[src/design/scs_pkg.sv]
// ----------------------------------------------------------------------------
// Scissor clip stack package
// Command, status and configuration codes plus the stack cell control type.
// ----------------------------------------------------------------------------
package scs_pkg;

    typedef logic [1:0] t_cmd;
    typedef logic [1:0] t_status;
    typedef logic       t_cfg_index;

    localparam t_cmd CMD_PUSH_CLIP = 2'd0;
    localparam t_cmd CMD_POP_CLIP  = 2'd1;
    localparam t_cmd CMD_PUSH_OFF  = 2'd2;
    localparam t_cmd CMD_POP_OFF   = 2'd3;

    localparam t_status ST_OK    = 2'd0;
    localparam t_status ST_FULL  = 2'd1;
    localparam t_status ST_EMPTY = 2'd2;

    localparam t_cfg_index CFG_VP_WIDTH  = 1'b0;
    localparam t_cfg_index CFG_VP_HEIGHT = 1'b1;

    localparam int VP_BITS = 15;
    localparam logic [VP_BITS-1:0] VP_WIDTH_RESET  = 15'd640;
    localparam logic [VP_BITS-1:0] VP_HEIGHT_RESET = 15'd480;

    // Shift control shared by every cell of one stack
    typedef struct packed {
        logic push;
        logic pop;
    } t_stack_ctl;

endpackage

[src/design/scs_in_if.sv]
// ----------------------------------------------------------------------------
// Scissor clip stack command channel
// Valid/ready channel carrying one stack command item.
// ----------------------------------------------------------------------------
interface scs_in_if import scs_pkg::*; ();
    logic               valid;
    logic               ready;
    t_cmd               cmd;
    logic signed [15:0] rect_left;
    logic signed [15:0] rect_top;
    logic signed [15:0] rect_right;
    logic signed [15:0] rect_bottom;
    logic signed [15:0] shift_x;
    logic signed [15:0] shift_y;

    modport source (output valid, cmd, rect_left, rect_top, rect_right, rect_bottom,
                    shift_x, shift_y, input ready);
    modport sink (input valid, cmd, rect_left, rect_top, rect_right, rect_bottom,
                  shift_x, shift_y, output ready);
endinterface

[src/design/scs_out_if.sv]
// ----------------------------------------------------------------------------
// Scissor clip stack result channel
// Valid/ready channel carrying the active scissor and status of one item.
// ----------------------------------------------------------------------------
interface scs_out_if import scs_pkg::*; ();
    logic               valid;
    logic               ready;
    logic signed [15:0] scissor_left;
    logic signed [15:0] scissor_top;
    logic signed [15:0] scissor_right;
    logic signed [15:0] scissor_bottom;
    logic               scissor_changed;
    t_status            status;

    modport source (output valid, scissor_left, scissor_top, scissor_right,
                    scissor_bottom, scissor_changed, status, input ready);
    modport sink (input valid, scissor_left, scissor_top, scissor_right,
                  scissor_bottom, scissor_changed, status, output ready);
endinterface

[src/design/scs_stack_cell.sv]
// ----------------------------------------------------------------------------
// Scissor clip stack cell
// One entry of a shift stack: take the entry above on push, the one below on pop.
// ----------------------------------------------------------------------------
module scs_stack_cell import scs_pkg::*; #(
    parameter int WIDTH = 64,
    parameter bit CLEAR = 1'b0
) (
    input  logic             i_clk,
    input  logic             i_rst_n,
    input  t_stack_ctl       i_ctl,
    input  logic [WIDTH-1:0] i_from_above,
    input  logic [WIDTH-1:0] i_from_below,
    output logic [WIDTH-1:0] o_entry
);

    logic [WIDTH-1:0] r_entry;
    logic [WIDTH-1:0] n_entry;

    always_comb begin
        n_entry = r_entry;
        if (i_ctl.push) begin
            n_entry = i_from_above;
        end else if (i_ctl.pop) begin
            n_entry = i_from_below;
        end
    end

    always_ff @(posedge i_clk) begin
        if (!i_rst_n && CLEAR) begin
            r_entry <= '0;
        end else begin
            r_entry <= n_entry;
        end
    end

    assign o_entry = r_entry;

endmodule

[src/design/scissor_clip_stack.sv]
// ----------------------------------------------------------------------------
// Scissor clip stack
// Translation offset stack and clip rectangle stack producing the active scissor.
// ----------------------------------------------------------------------------
// Every command item yields exactly one result item: the active scissor after
// the command, a changed flag (set on a successful clip push or pop) and a
// status (ok, stack full, stack empty / base offset pop). On the accept edge
// the incoming rectangle (or shift) is added to the top offset and saturated
// to the signed COORD_BITS range; in the commit state, once the output
// register is free or being read, the current top clip is clamped into the
// new rectangle, the addressed stack shifts and the result is loaded into
// the output register. The input is ready again only after that commit. Both
// stacks are chains of cells with the top in cell zero; a push shifts every
// entry one cell down, a pop one cell up, so only the two top cells are ever
// read. An empty clip stack reports the viewport (0, 0, viewport_width,
// viewport_height). Overflowing or underflowing commands leave all state
// untouched. Viewport registers are written through the plain configuration
// port and should be changed only while idle.
// ----------------------------------------------------------------------------
module scissor_clip_stack import scs_pkg::*; #(
    parameter int CLIP_DEPTH   = 16,
    parameter int OFFSET_DEPTH = 16,
    parameter int COORD_BITS   = 16
) (
    input  logic                  i_clk,
    input  logic                  i_rst_n,
    scs_in_if.sink                i_item,
    scs_out_if.source             o_result,
    input  logic                  i_cfg_we,
    input  t_cfg_index            i_cfg_index,
    input  logic [VP_BITS-1:0]    i_cfg_wdata
);

    localparam int C        = COORD_BITS;
    // sum width: wide enough for a 16 bit field plus a C bit offset
    localparam int EXT_W    = ((C > 16) ? C : 16) + 1;
    localparam int CLIP_W   = 4 * C;
    localparam int OFF_W    = 2 * C;
    localparam int CCNT_W   = $clog2(CLIP_DEPTH + 1);
    localparam int OCNT_W   = $clog2(OFFSET_DEPTH + 1);
    localparam logic signed [EXT_W-1:0] C_MAX =
        {{(EXT_W - C + 1){1'b0}}, {(C - 1){1'b1}}};
    localparam logic signed [EXT_W-1:0] C_MIN = ~C_MAX;

    localparam logic S_IDLE   = 1'b0;
    localparam logic S_COMMIT = 1'b1;

    function automatic logic signed [C-1:0] sat(input logic signed [EXT_W-1:0] v);
        logic signed [C-1:0] res;
        if (v > C_MAX) begin
            res = C_MAX[C-1:0];
        end else if (v < C_MIN) begin
            res = C_MIN[C-1:0];
        end else begin
            res = v[C-1:0];
        end
        return res;
    endfunction

    function automatic logic signed [C-1:0] smin(input logic signed [C-1:0] a,
                                                input logic signed [C-1:0] b);
        return (a < b) ? a : b;
    endfunction

    function automatic logic signed [C-1:0] smax(input logic signed [C-1:0] a,
                                                input logic signed [C-1:0] b);
        return (a > b) ? a : b;
    endfunction

    function automatic logic signed [15:0] to_out(input logic signed [C-1:0] v);
        logic signed [EXT_W-1:0] e;
        e = EXT_W'(v);
        return e[15:0];
    endfunction

    // ------------------------------------------------------------------
    // Control and configuration registers
    // ------------------------------------------------------------------
    logic                 r_state;
    logic                 n_state;
    logic [CCNT_W-1:0]    r_clip_cnt;
    logic [OCNT_W-1:0]    r_off_cnt;
    logic [VP_BITS-1:0]   r_vp_width;
    logic [VP_BITS-1:0]   r_vp_height;

    // captured item: command and the four saturated sums
    t_cmd                 r_cmd;
    logic signed [C-1:0]  r_sum_l;
    logic signed [C-1:0]  r_sum_t;
    logic signed [C-1:0]  r_sum_r;
    logic signed [C-1:0]  r_sum_b;

    // output register
    logic                 r_out_valid;
    logic signed [15:0]   r_out_l;
    logic signed [15:0]   r_out_t;
    logic signed [15:0]   r_out_r;
    logic signed [15:0]   r_out_b;
    logic                 r_out_changed;
    t_status              r_out_status;

    // ------------------------------------------------------------------
    // Stack chains
    // ------------------------------------------------------------------
    logic [CLIP_W-1:0]    w_clip [CLIP_DEPTH];
    logic [OFF_W-1:0]     w_off  [OFFSET_DEPTH];
    logic [CLIP_W-1:0]    w_clip_new;
    logic [OFF_W-1:0]     w_off_new;
    t_stack_ctl           w_clip_ctl;
    t_stack_ctl           w_off_ctl;

    genvar gi;
    generate
        for (gi = 0; gi < CLIP_DEPTH; gi++) begin : g_clip
            scs_stack_cell #(
                .WIDTH (CLIP_W),
                .CLEAR (1'b0)
            ) u_cell (
                .i_clk        (i_clk),
                .i_rst_n      (i_rst_n),
                .i_ctl        (w_clip_ctl),
                .i_from_above ((gi == 0) ? w_clip_new : w_clip[(gi == 0) ? 0 : gi - 1]),
                .i_from_below ((gi == CLIP_DEPTH - 1) ? '0 :
                               w_clip[(gi == CLIP_DEPTH - 1) ? gi : gi + 1]),
                .o_entry      (w_clip[gi])
            );
        end
        for (gi = 0; gi < OFFSET_DEPTH; gi++) begin : g_off
            // the top cell holds the (0,0) base entry after reset
            scs_stack_cell #(
                .WIDTH (OFF_W),
                .CLEAR (gi == 0)
            ) u_cell (
                .i_clk        (i_clk),
                .i_rst_n      (i_rst_n),
                .i_ctl        (w_off_ctl),
                .i_from_above ((gi == 0) ? w_off_new : w_off[(gi == 0) ? 0 : gi - 1]),
                .i_from_below ((gi == OFFSET_DEPTH - 1) ? '0 :
                               w_off[(gi == OFFSET_DEPTH - 1) ? gi : gi + 1]),
                .o_entry      (w_off[gi])
            );
        end
    endgenerate

    // ------------------------------------------------------------------
    // Accept side: add the top offset to the incoming coordinates
    // ------------------------------------------------------------------
    logic                 w_accept;
    logic signed [C-1:0]  w_off_x;
    logic signed [C-1:0]  w_off_y;
    logic signed [15:0]   w_a_l;
    logic signed [15:0]   w_a_t;

    assign w_accept = i_item.valid && i_item.ready;
    assign i_item.ready = (r_state == S_IDLE);
    assign w_off_x = w_off[0][C-1:0];
    assign w_off_y = w_off[0][OFF_W-1:C];

    // a push offset reuses the left/top adders for its shift
    assign w_a_l = (i_item.cmd == CMD_PUSH_OFF) ? i_item.shift_x : i_item.rect_left;
    assign w_a_t = (i_item.cmd == CMD_PUSH_OFF) ? i_item.shift_y : i_item.rect_top;

    always_ff @(posedge i_clk) begin
        if (w_accept) begin
            r_cmd   <= i_item.cmd;
            r_sum_l <= sat(EXT_W'(w_a_l) + EXT_W'(w_off_x));
            r_sum_t <= sat(EXT_W'(w_a_t) + EXT_W'(w_off_y));
            r_sum_r <= sat(EXT_W'(i_item.rect_right) + EXT_W'(w_off_x));
            r_sum_b <= sat(EXT_W'(i_item.rect_bottom) + EXT_W'(w_off_y));
        end
    end

    // ------------------------------------------------------------------
    // Commit side: clamp, shift the stacks, load the result
    // ------------------------------------------------------------------
    logic                 w_commit;
    logic                 w_clip_full;
    logic                 w_clip_empty;
    logic                 w_off_full;
    logic                 w_off_base;
    logic signed [C-1:0]  w_top_l, w_top_t, w_top_r, w_top_b;
    logic signed [C-1:0]  w_nxt_l, w_nxt_t, w_nxt_r, w_nxt_b;
    logic signed [C-1:0]  w_new_l, w_new_t, w_new_r, w_new_b;
    logic signed [C-1:0]  w_vp_r, w_vp_b;
    logic signed [C-1:0]  w_act_l, w_act_t, w_act_r, w_act_b;
    logic                 w_changed;
    t_status              w_status;

    assign w_commit     = (r_state == S_COMMIT) && (!r_out_valid || o_result.ready);
    assign w_clip_full  = (r_clip_cnt >= CCNT_W'(CLIP_DEPTH));
    assign w_clip_empty = (r_clip_cnt == '0);
    assign w_off_full   = (r_off_cnt >= OCNT_W'(OFFSET_DEPTH));
    assign w_off_base   = (r_off_cnt <= OCNT_W'(1));

    assign {w_top_b, w_top_r, w_top_t, w_top_l} = w_clip[0];
    assign {w_nxt_b, w_nxt_r, w_nxt_t, w_nxt_l} = w_clip[1];

    assign w_vp_r = sat(EXT_W'(r_vp_width));
    assign w_vp_b = sat(EXT_W'(r_vp_height));

    // clamp each edge of the current top into the shifted rectangle
    always_comb begin
        if (w_clip_empty) begin
            w_new_l = r_sum_l;
            w_new_t = r_sum_t;
            w_new_r = r_sum_r;
            w_new_b = r_sum_b;
        end else begin
            w_new_l = smin(smax(w_top_l, r_sum_l), r_sum_r);
            w_new_t = smin(smax(w_top_t, r_sum_t), r_sum_b);
            w_new_r = smax(smin(w_top_r, r_sum_r), r_sum_l);
            w_new_b = smax(smin(w_top_b, r_sum_b), r_sum_t);
        end
    end

    assign w_clip_new = {w_new_b, w_new_r, w_new_t, w_new_l};
    assign w_off_new  = {r_sum_t, r_sum_l};

    always_comb begin
        w_clip_ctl = '0;
        w_off_ctl  = '0;
        w_changed  = 1'b0;
        w_status   = ST_OK;
        // hold the active scissor unless a clip command changes it
        w_act_l = w_clip_empty ? '0 : w_top_l;
        w_act_t = w_clip_empty ? '0 : w_top_t;
        w_act_r = w_clip_empty ? w_vp_r : w_top_r;
        w_act_b = w_clip_empty ? w_vp_b : w_top_b;
        case (r_cmd)
            CMD_PUSH_CLIP: begin
                if (w_clip_full) begin
                    w_status = ST_FULL;
                end else begin
                    w_clip_ctl.push = w_commit;
                    w_changed = 1'b1;
                    w_act_l = w_new_l;
                    w_act_t = w_new_t;
                    w_act_r = w_new_r;
                    w_act_b = w_new_b;
                end
            end
            CMD_POP_CLIP: begin
                if (w_clip_empty) begin
                    w_status = ST_EMPTY;
                end else begin
                    w_clip_ctl.pop = w_commit;
                    w_changed = 1'b1;
                    // the entry below becomes the top, or the viewport
                    if (r_clip_cnt == CCNT_W'(1)) begin
                        w_act_l = '0;
                        w_act_t = '0;
                        w_act_r = w_vp_r;
                        w_act_b = w_vp_b;
                    end else begin
                        w_act_l = w_nxt_l;
                        w_act_t = w_nxt_t;
                        w_act_r = w_nxt_r;
                        w_act_b = w_nxt_b;
                    end
                end
            end
            CMD_PUSH_OFF: begin
                if (w_off_full) begin
                    w_status = ST_FULL;
                end else begin
                    w_off_ctl.push = w_commit;
                end
            end
            CMD_POP_OFF: begin
                if (w_off_base) begin
                    w_status = ST_EMPTY;
                end else begin
                    w_off_ctl.pop = w_commit;
                end
            end
            default: begin
                w_status = ST_OK;
            end
        endcase
    end

    always_comb begin
        n_state = r_state;
        case (r_state)
            S_IDLE: begin
                if (w_accept) begin
                    n_state = S_COMMIT;
                end
            end
            S_COMMIT: begin
                if (w_commit) begin
                    n_state = S_IDLE;
                end
            end
            default: begin
                n_state = S_IDLE;
            end
        endcase
    end

    always_ff @(posedge i_clk) begin
        if (!i_rst_n) begin
            r_state     <= S_IDLE;
            r_clip_cnt  <= '0;
            r_off_cnt   <= OCNT_W'(1);
            r_out_valid <= 1'b0;
            r_vp_width  <= VP_WIDTH_RESET;
            r_vp_height <= VP_HEIGHT_RESET;
        end else begin
            r_state <= n_state;
            if (w_clip_ctl.push) begin
                r_clip_cnt <= r_clip_cnt + CCNT_W'(1);
            end else if (w_clip_ctl.pop) begin
                r_clip_cnt <= r_clip_cnt - CCNT_W'(1);
            end
            if (w_off_ctl.push) begin
                r_off_cnt <= r_off_cnt + OCNT_W'(1);
            end else if (w_off_ctl.pop) begin
                r_off_cnt <= r_off_cnt - OCNT_W'(1);
            end
            if (w_commit) begin
                r_out_valid <= 1'b1;
            end else if (o_result.ready) begin
                r_out_valid <= 1'b0;
            end
            if (i_cfg_we) begin
                case (i_cfg_index)
                    CFG_VP_WIDTH:  r_vp_width  <= i_cfg_wdata;
                    CFG_VP_HEIGHT: r_vp_height <= i_cfg_wdata;
                    default: begin
                        r_vp_width <= r_vp_width;
                    end
                endcase
            end
        end
    end

    always_ff @(posedge i_clk) begin
        if (w_commit) begin
            r_out_l       <= to_out(w_act_l);
            r_out_t       <= to_out(w_act_t);
            r_out_r       <= to_out(w_act_r);
            r_out_b       <= to_out(w_act_b);
            r_out_changed <= w_changed;
            r_out_status  <= w_status;
        end
    end

    assign o_result.valid           = r_out_valid;
    assign o_result.scissor_left    = r_out_l;
    assign o_result.scissor_top     = r_out_t;
    assign o_result.scissor_right   = r_out_r;
    assign o_result.scissor_bottom  = r_out_b;
    assign o_result.scissor_changed = r_out_changed;
    assign o_result.status          = r_out_status;

    // ------------------------------------------------------------------
    // Assertions
    // ------------------------------------------------------------------
    a_off_base_kept: assert property (@(posedge i_clk) disable iff (!i_rst_n)
        (r_off_cnt != '0) && (r_off_cnt <= OCNT_W'(OFFSET_DEPTH)))
        else $error("offset stack lost its base entry or overflowed");

    a_clip_bound: assert property (@(posedge i_clk) disable iff (!i_rst_n)
        r_clip_cnt <= CCNT_W'(CLIP_DEPTH))
        else $error("clip stack count beyond depth");

    a_accept_to_commit: assert property (@(posedge i_clk) disable iff (!i_rst_n)
        w_accept |=> (r_state == S_COMMIT))
        else $error("accepted item not moved to commit");

    a_shift_only_on_commit: assert property (@(posedge i_clk) disable iff (!i_rst_n)
        (w_clip_ctl.push || w_clip_ctl.pop || w_off_ctl.push || w_off_ctl.pop)
        |-> w_commit)
        else $error("stack shifted outside commit");

    a_changed_ok: assert property (@(posedge i_clk) disable iff (!i_rst_n)
        (o_result.valid && o_result.scissor_changed) |-> (o_result.status == ST_OK))
        else $error("scissor change reported with error status");

endmodule

[src/flat_wrapper.sv]
// flat-port wrapper written by rule: the top's interface ports become plain ports
module scissor_clip_stack_flat import scs_pkg::*;
#(
    parameter int CLIP_DEPTH   = 16,
    parameter int OFFSET_DEPTH = 16,
    parameter int COORD_BITS   = 16
)
  (i_clk, i_rst_n, i_cfg_we, i_cfg_index, i_cfg_wdata, i_item_valid, i_item_cmd, i_item_rect_left, i_item_rect_top, i_item_rect_right, i_item_rect_bottom, i_item_shift_x, i_item_shift_y, i_item_ready, o_result_valid, o_result_scissor_left, o_result_scissor_top, o_result_scissor_right, o_result_scissor_bottom, o_result_scissor_changed, o_result_status, o_result_ready);
  scs_in_if i_item_i ();
  scs_out_if o_result_i ();
  input  logic i_clk;
  input  logic i_rst_n;
  input  logic i_cfg_we;
  input  t_cfg_index i_cfg_index;
  input  logic [VP_BITS-1:0] i_cfg_wdata;
  input wire logic [$bits(i_item_i.valid)-1:0] i_item_valid;
  input wire logic [$bits(i_item_i.cmd)-1:0] i_item_cmd;
  input wire logic [$bits(i_item_i.rect_left)-1:0] i_item_rect_left;
  input wire logic [$bits(i_item_i.rect_top)-1:0] i_item_rect_top;
  input wire logic [$bits(i_item_i.rect_right)-1:0] i_item_rect_right;
  input wire logic [$bits(i_item_i.rect_bottom)-1:0] i_item_rect_bottom;
  input wire logic [$bits(i_item_i.shift_x)-1:0] i_item_shift_x;
  input wire logic [$bits(i_item_i.shift_y)-1:0] i_item_shift_y;
  output wire logic [$bits(i_item_i.ready)-1:0] i_item_ready;
  output wire logic [$bits(o_result_i.valid)-1:0] o_result_valid;
  output wire logic [$bits(o_result_i.scissor_left)-1:0] o_result_scissor_left;
  output wire logic [$bits(o_result_i.scissor_top)-1:0] o_result_scissor_top;
  output wire logic [$bits(o_result_i.scissor_right)-1:0] o_result_scissor_right;
  output wire logic [$bits(o_result_i.scissor_bottom)-1:0] o_result_scissor_bottom;
  output wire logic [$bits(o_result_i.scissor_changed)-1:0] o_result_scissor_changed;
  output wire logic [$bits(o_result_i.status)-1:0] o_result_status;
  input wire logic [$bits(o_result_i.ready)-1:0] o_result_ready;
  assign i_item_i.valid = i_item_valid;
  assign i_item_i.cmd = i_item_cmd;
  assign i_item_i.rect_left = i_item_rect_left;
  assign i_item_i.rect_top = i_item_rect_top;
  assign i_item_i.rect_right = i_item_rect_right;
  assign i_item_i.rect_bottom = i_item_rect_bottom;
  assign i_item_i.shift_x = i_item_shift_x;
  assign i_item_i.shift_y = i_item_shift_y;
  assign i_item_ready = i_item_i.ready;
  assign o_result_valid = o_result_i.valid;
  assign o_result_scissor_left = o_result_i.scissor_left;
  assign o_result_scissor_top = o_result_i.scissor_top;
  assign o_result_scissor_right = o_result_i.scissor_right;
  assign o_result_scissor_bottom = o_result_i.scissor_bottom;
  assign o_result_scissor_changed = o_result_i.scissor_changed;
  assign o_result_status = o_result_i.status;
  assign o_result_i.ready = o_result_ready;
  scissor_clip_stack #(.CLIP_DEPTH(CLIP_DEPTH), .OFFSET_DEPTH(OFFSET_DEPTH), .COORD_BITS(COORD_BITS)) u_core (.i_clk(i_clk), .i_rst_n(i_rst_n), .i_item(i_item_i), .o_result(o_result_i), .i_cfg_we(i_cfg_we), .i_cfg_index(i_cfg_index), .i_cfg_wdata(i_cfg_wdata));
endmodule
[config.mk]
export PLATFORM = sky130hd
export DESIGN_NAME = scissor_clip_stack_flat
export DESIGN_NICKNAME = d
export VERILOG_FILES = /design/src/design/scs_pkg.sv /design/src/design/scs_in_if.sv /design/src/design/scs_out_if.sv /design/src/design/scs_stack_cell.sv /design/src/design/scissor_clip_stack.sv /design/src/flat_wrapper.sv
export SDC_FILE = /design/constraint.sdc
export NUM_CORES = 2
export LEC_CHECK = 0
export BUFFER_PORTS_ARGS = -buffer_cell sky130_fd_sc_hd__buf_2
export CORE_MARGIN = 3
export CORE_UTILIZATION = 60
export DETAILED_ROUTE_END_ITERATION = 6
export PLACE_DENSITY_LB_ADDON = 0.08
export SETUP_SLACK_MARGIN = 0.1
export SYNTH_ARGS = -nofsm -noshare
export SYNTH_HDL_FRONTEND = slang
export SYNTH_SLANG_ARGS = --single-unit
[constraint.sdc]
create_clock -name i_clk -period 34.3 [get_ports i_clk]
set_clock_uncertainty 0.2 [all_clocks]
set_input_delay 3.43 -clock i_clk [delete_from_list [all_inputs] [get_ports i_clk]]
set_output_delay 3.43 -clock i_clk [all_outputs]
set_load 0.05 [all_outputs]
* Word-level counts from Yosys, hierarchy flattened *
Index checks and enable logic that the tools add are counted.

operators by class
  add/sub/neg operators = 8
  magnitude comparators = 19
  eq/ne operators = 5
  mux-type cells = 127
  bitwise logic cells = 2
  reduce and logical (&&, ||, !) cells = 11

operators by type and width
  operator                                                                           number
  64-bit 2-to-1 mux                                                                  32
  32-bit 2-to-1 mux                                                                  32
  16-bit 2-to-1 mux                                                                  34
  16-bit case mux with 2 select lines                                                4
  16-bit by 16-bit adder with 17-bit output                                          4
  17-bit by 16-bit greater-than comparator with 1-bit output, second input constant  4
  17-bit by 16-bit less-than comparator with 1-bit output, second input constant     4
  16-bit greater-than comparator                                                     4
  16-bit less-than comparator                                                        4
  5-bit 2-to-1 mux                                                                   4
  1-bit 2-to-1 mux                                                                   16
  5-bit by 1-bit adder with 5-bit output, second input constant                      2
  5-bit >= comparator, second input constant                                         2
  5-bit by 1-bit subtractor with 5-bit output, second input constant                 2
  2-bit case mux with 4 select lines                                                 1
  2-bit == test, second input constant                                               3
  2-bit nonzero test                                                                 3
  5-bit by 1-bit == test with 1-bit output, second input constant                    1
  5-bit by 1-bit less-or-equal comparator with 1-bit output, second input constant   1
  5-bit logical NOT                                                                  1
  2-bit 2-to-1 mux                                                                   2
  1-bit case mux with 2 select lines                                                 2
  2-bit AND reduction                                                                2
  2-bit by 1-bit == test with 1-bit output, second input constant                    1
  5 further kinds                                                                    7

storage, ports and cells
  flip-flop bits (word level) = 1711
  input port bits = 119
  output and inout bits = 69
  word-level logic and storage cells = 221

* Longest topological paths before layout *
  word-level depth = 7
  depth in mapped cells = 24

* Modules after synthesis *
Synthesis repeated with hierarchy kept, for this count alone.

unflattened totals
  cell total of the unflattened synthesis = 5337
  area, all modules = 87936.8 um^2

modules (own cells, without submodules)
  module                                         times used  cells each  area an instance (um^2)
  scs_stack_cell at u_core.g_clip[0].u_cell ...  16          136         2905.3
  scs_stack_cell at u_core.g_off[10].u_cell ...  15          69          1507.7
  scissor_clip_stack                             1           1985        17058.9
  scs_stack_cell at u_core.g_off[0].u_cell       1           141         1778.0

* Worst setup path after synthesis *
OpenSTA, ideal clock, no wires.

  kind = input to register
  start = input port o_result_ready
  end = register u_core.g_clip[0].u_cell.r_entry[0], enable pin
  library setup time = 1.352 ns
  arrival = 25.761 ns
  path slack = 6.987 ns
  stages on the path = 5
  cells stage by stage = nand2b_1 > and2_1 > clkbuf_1 > nand2_1 > inv_1

between the ends
  cells in the longest elaborated chain, start to end = 5

RTL lines
  what                                        RTL line                                              RTL
  from (decl)                                 flat_wrapper.sv:32                                    input wire logic [$bits(o_result_i.ready)-1:0] o_result_ready;
  1-bit logical OR (*)                        scissor_clip_stack.sv:189                             assign w_commit = (r_state == S_COMMIT) && (!r_out_valid || o_result.ready);
  1-bit logical AND (*)                       scissor_clip_stack.sv:189
  net u_core.w_commit                         scissor_clip_stack.sv:176                             logic w_commit;
  1-bit 2-to-1 mux, on equally long branches  scissor_clip_stack.sv:243, scissor_clip_stack.sv:231
  1-bit 2-to-1 mux                            scissor_clip_stack.sv:229                             case (r_cmd)
  2-bit nonzero test (no source line) (*)     --
  to (signal assigned)                        scs_stack_cell.sv:33                                  r_entry <= n_entry;
  to (decl)                                   scs_stack_cell.sv:17                                  logic [WIDTH-1:0] r_entry;

Mark *: on every way through the listed nets, which the timed path passes. The rest lies on a longest branch.
A chain may end at the register's enable or synchronous reset.

* Worst setup path in the final report *
  start = input port o_result_ready
  end = register u_core.g_off[6].u_cell.r_entry[21], enable pin

between the ends
  cells in the longest elaborated chain, start to end = 5

RTL lines
  what                                        RTL line
  1-bit logical OR (*)                        scissor_clip_stack.sv:189
  1-bit logical AND (*)                       scissor_clip_stack.sv:189
  1-bit 2-to-1 mux, on equally long branches  scissor_clip_stack.sv:270, scissor_clip_stack.sv:263
  1-bit 2-to-1 mux                            scissor_clip_stack.sv:229
  2-bit nonzero test (no source line) (*)     --
  to (signal assigned)                        scs_stack_cell.sv:33
  to (decl)                                   scs_stack_cell.sv:17

Mark *: on every way between the ends. The rest lies on a longest branch, timed or not.

==> run_results.csv <==
group,metric,value,unit
run_status,outcome,"complete, but fails checks",
run_status,violations,"design-rule violations",
route,drc,2,
placed_design,io_buffers,187,
floorplan,die_h,373,um
setup_path,r2r_slack,26.90,ns
route,drtIter0Drc,6891,
setup_path,endpoint,"u_core.g_off[6].u_cell.o_entry[21]",
grt,grt_pass1_wl,307000,um
clocking,cts.sinks,1711,
cells_and_area,diodes,0,
floorplan,initial_core_util,60.9,%
setup_path,r2r_cells,17,
clocking,cts_tree,"yes",
clocking,cts_max_level,4,
timing,rsz0062_at_grt,"no",
power_and_ir_drop,p_comb_share,11.4,%
timing,tightest_slew,1.44,ns
route,avgViaCountPerCell,5.78,
cells_and_area,area_delta_synth_final,9.55,%
logic_synthesis,synth-edff-count,1637,
timing,finalSetupViolCount,0,
logic_synthesis,synth_area_per_cell,9.87,um2
setup_path,critical_path_class,"input pin to flip-flop",
clocking,worst_skew_pair.late_latency,0.80,ns
grt,gr-total-overflow,0,
clocking,cts_setup_buffers,0,
floorplan,core_area,133000,um2
clocking,cts_buffers,175,
route,wl_per_cell,19.5,um
timing,timing.fmax,0.119,GHz
setup_path,worstPathMaxFanout,83,
logic_synthesis,synth-warning-count,0,
logic_synthesis,synth_top_cell_by_area,"edfxtp_1",
setup_path,startpoint,"o_result_ready",
setup_path,cp.arrival,8.59,ns
floorplan,fp.dieW,373,um
power_and_ir_drop,leakagePower,36.5,nW
timing,slew_headroom,3.59,%
cells_and_area,nets,8491,
logic_synthesis,yosysMostFrequentCell,"nand2_1",
power_and_ir_drop,p_switching,1.27,mW
clocking,clk_pin_slew,0.06,ns
setup_path,rr_endpoint,"u_core.o_result.scissor_left[1]",
grt,grt_max_degree,251,
grt,gr-usage-all-layers,27.7,%
cells_and_area,drive_gt1_share,7.42,%
logic_synthesis,yosysSeqAreaShare,62.7,%
clocking,cts_hold_buf,0,
logic_synthesis,ys_ff_latch,1711,
power_and_ir_drop,intPower,3.60,mW
route,vias,58188,
timing,final_hold_viol_count,0,
logic_synthesis,synth_commonest_cells,"nand2_1 (4299), edfxtp_1 (1637), clkbuf_1 (426), a21oi_1 (212), ha_1 (194)",
clocking,cts_resized,0,
route,dr.pass1.iters,7,
power_and_ir_drop,clkPwrFrac,38.2,%
logic_synthesis,yosys-top-cells-area,"edfxtp_1 (61%), nand2_1 (20%), ha_1 (3.0%)",
logic_synthesis,ys_types,86,
power_and_ir_drop,p_sw_share,26.1,%
placed_design,gp_congestion,0.932,
timing,period_minus_slack,8.37,ns
placed_design,hpwl,129000,um
logic_synthesis,synthCells,8187,
clocking,cts_buffer_depth,3,
setup_path,startpoint_type,"input pin",
setup_path,end_kind,"flip-flop",
logic_synthesis,ys.flop_type,"edfxtp_1",
run,maxCapViolCount,0,
logic_synthesis,postSynthNetCount,8504,
grt,antenna_found_initial,3,
setup_path,r2r_start,"u_core.r_sum_l[15]",
floorplan,rows,133,
cells_and_area,utilization,66.7,%
clocking,clk_root_buffer_cell,"clkbuf_16",
timing,fin_tns_setup,0,ns
power_and_ir_drop,power.density,55.1,nW/um2
floorplan,dieArea,139000,um2
timing,fin_crit_sh,24.4,%
timing,slew_violations,0,
power_and_ir_drop,ir_drop,0.0542,mV
route,drtAntennaViolNets,0,
hold_path,min_path_type,"flip-flop to flip-flop",
setup_path,required,34.52,ns
logic_synthesis,syn_area,80800,um2
logic_synthesis,synth-async-reset-ratio,0,%
route,drt_wl_total,197000,um
logic_synthesis,synth_top_area_share,60.9,%
grt,grt_pass1_vias,54137,
floorplan,ios,188,
power_and_ir_drop,pwr-share-seq,50.4,%
## area by class of cell
class                   instances  area, um2
clock inverters               103        920
fillers                     10510      44100
inverters                     110        420
clock buffers                 219       4670
multi-input cells            5919      28100
repair buffers                257       1500
flip-flops and latches       1711      50600
well taps                    1755       2200
## worst min path at each step
stage / from / to / cells past startpoint
after floorplan: u_core.r_vp_width[10] / u_core.r_vp_width[10] / 2
after global placement: u_core.r_vp_width[6] / u_core.r_vp_width[6] / 2
after detailed placement: u_core.r_vp_width[3] / u_core.r_vp_width[3] / 2
after CTS: u_core.r_vp_width[3] / u_core.r_vp_width[3] / 2
after global routing: u_core.r_vp_width[4] / u_core.r_vp_width[4] / 2
final: u_core.r_vp_width[10] / u_core.r_vp_width[10] / 2
## routing by layer
layer,GRT usage [%],wire [um],vias to the layer above
met3,4.87,14500,328
met5,0,7,-
met4,7.83,5330,2
met2,42.9,89900,1913
li1,-,-,27720
met1,40.5,87100,28225
## kinds of logic after synthesis
group,share of synthesized area [%]
AOI/OAI and AO/OA,6.88
xor gates and xnor gates,0.607
muxes,0.857
adders and majority gates,3.14
and+or+nand+nor,23.2
DFF,62.7
buffers and inverters,2.63
## power groups by stage
stage                     logic (mW)  clock network [mW]  registers, mW
after floorplan                0.371                   0           2.54
after global placement         0.537                   0           2.50
after detailed placement       0.547                   0           2.50
after CTS                      0.550                1.90           2.45
after global routing           0.613                1.98           2.46
final                          0.558                1.86           2.46
## critical path, cell delays in order
cell	delay (ns)
buf_2	0.07
nand2b_1	0.14
and2_4	0.31
nand3_4	0.48
nand2_4	0.61
buf_4	0.82
buf_4	0.85
buf_4	0.93
buf_4	0.79
## layout by cell type, fill, tap and decap left out, types with 23 or more instances in the layout
| cell | instances |
|---|---|
| nand2_1 | 4297 |
| edfxtp_1 | 1637 |
| a21oi_1 | 212 |
| ha_1 | 194 |
| buf_2 | 187 |
| o21ai_0 | 185 |
| clkbuf_16 | 179 |
| nor2_1 | 158 |
| and2_1 | 108 |
| inv_1 | 107 |
| dfxtp_1 | 74 |
| buf_4 | 67 |
| a311oi_1 | 62 |
| nor3_1 | 52 |
| mux2_2 | 49 |
| nand3_1 | 42 |
| clkinv_1 | 37 |
| clkbuf_1 | 36 |
| o21ai_1 | 34 |
| a21o_1 | 33 |
| clkinv_2 | 32 |
| a221o_1 | 28 |
| xnor2_1 | 28 |
| xor2_1 | 28 |
| nand4_1 | 27 |
| a222oi_1 | 26 |
| nand2b_1 | 25 |
| a221oi_1 | 23 |
## registers in the layout, indices dropped and copies added (netlist names), 2 cells and up
name / flops
u_core.r_sum_t: 16
u_core.g_off.u_cell.o_entry: 512
u_core.o_result.scissor_bottom: 16
u_core.r_vp_height: 15
u_core.r_sum_l: 16
u_core.r_sum_r: 16
u_core.o_result.status: 2
u_core.r_vp_width: 15
u_core.g_clip.u_cell.o_entry: 1024
u_core.r_off_cnt: 5
u_core.r_sum_b: 16
u_core.o_result.scissor_right: 16
u_core.r_clip_cnt: 5
u_core.r_cmd: 2
u_core.o_result.scissor_top: 16
u_core.o_result.scissor_left: 16
## per-stage QoR
| step | cell area [um2] | hold WS [ns] | instances | worst slack (ns) | power (mW) |
|---|---|---|---|---|---|
| 2_1_floorplan | 80800 | 0.236 | 8187 | 6.99 | 2.91 |
| 3_3_place_gp | 82900 | 0.242 | 9752 | 25.16 | 3.03 |
| 3_5_place_dp | 82900 | 0.247 | 9752 | 25.08 | 3.04 |
| 4_1_cts | 88500 | 0.256 | 10074 | 25.96 | 4.90 |
| 5_1_grt | 88500 | 0.272 | 10074 | 25.46 | 5.05 |
| 6_report | 88500 | 0.256 | 10074 | 25.93 | 4.88 |
Power figures use the tool's default switching activity.
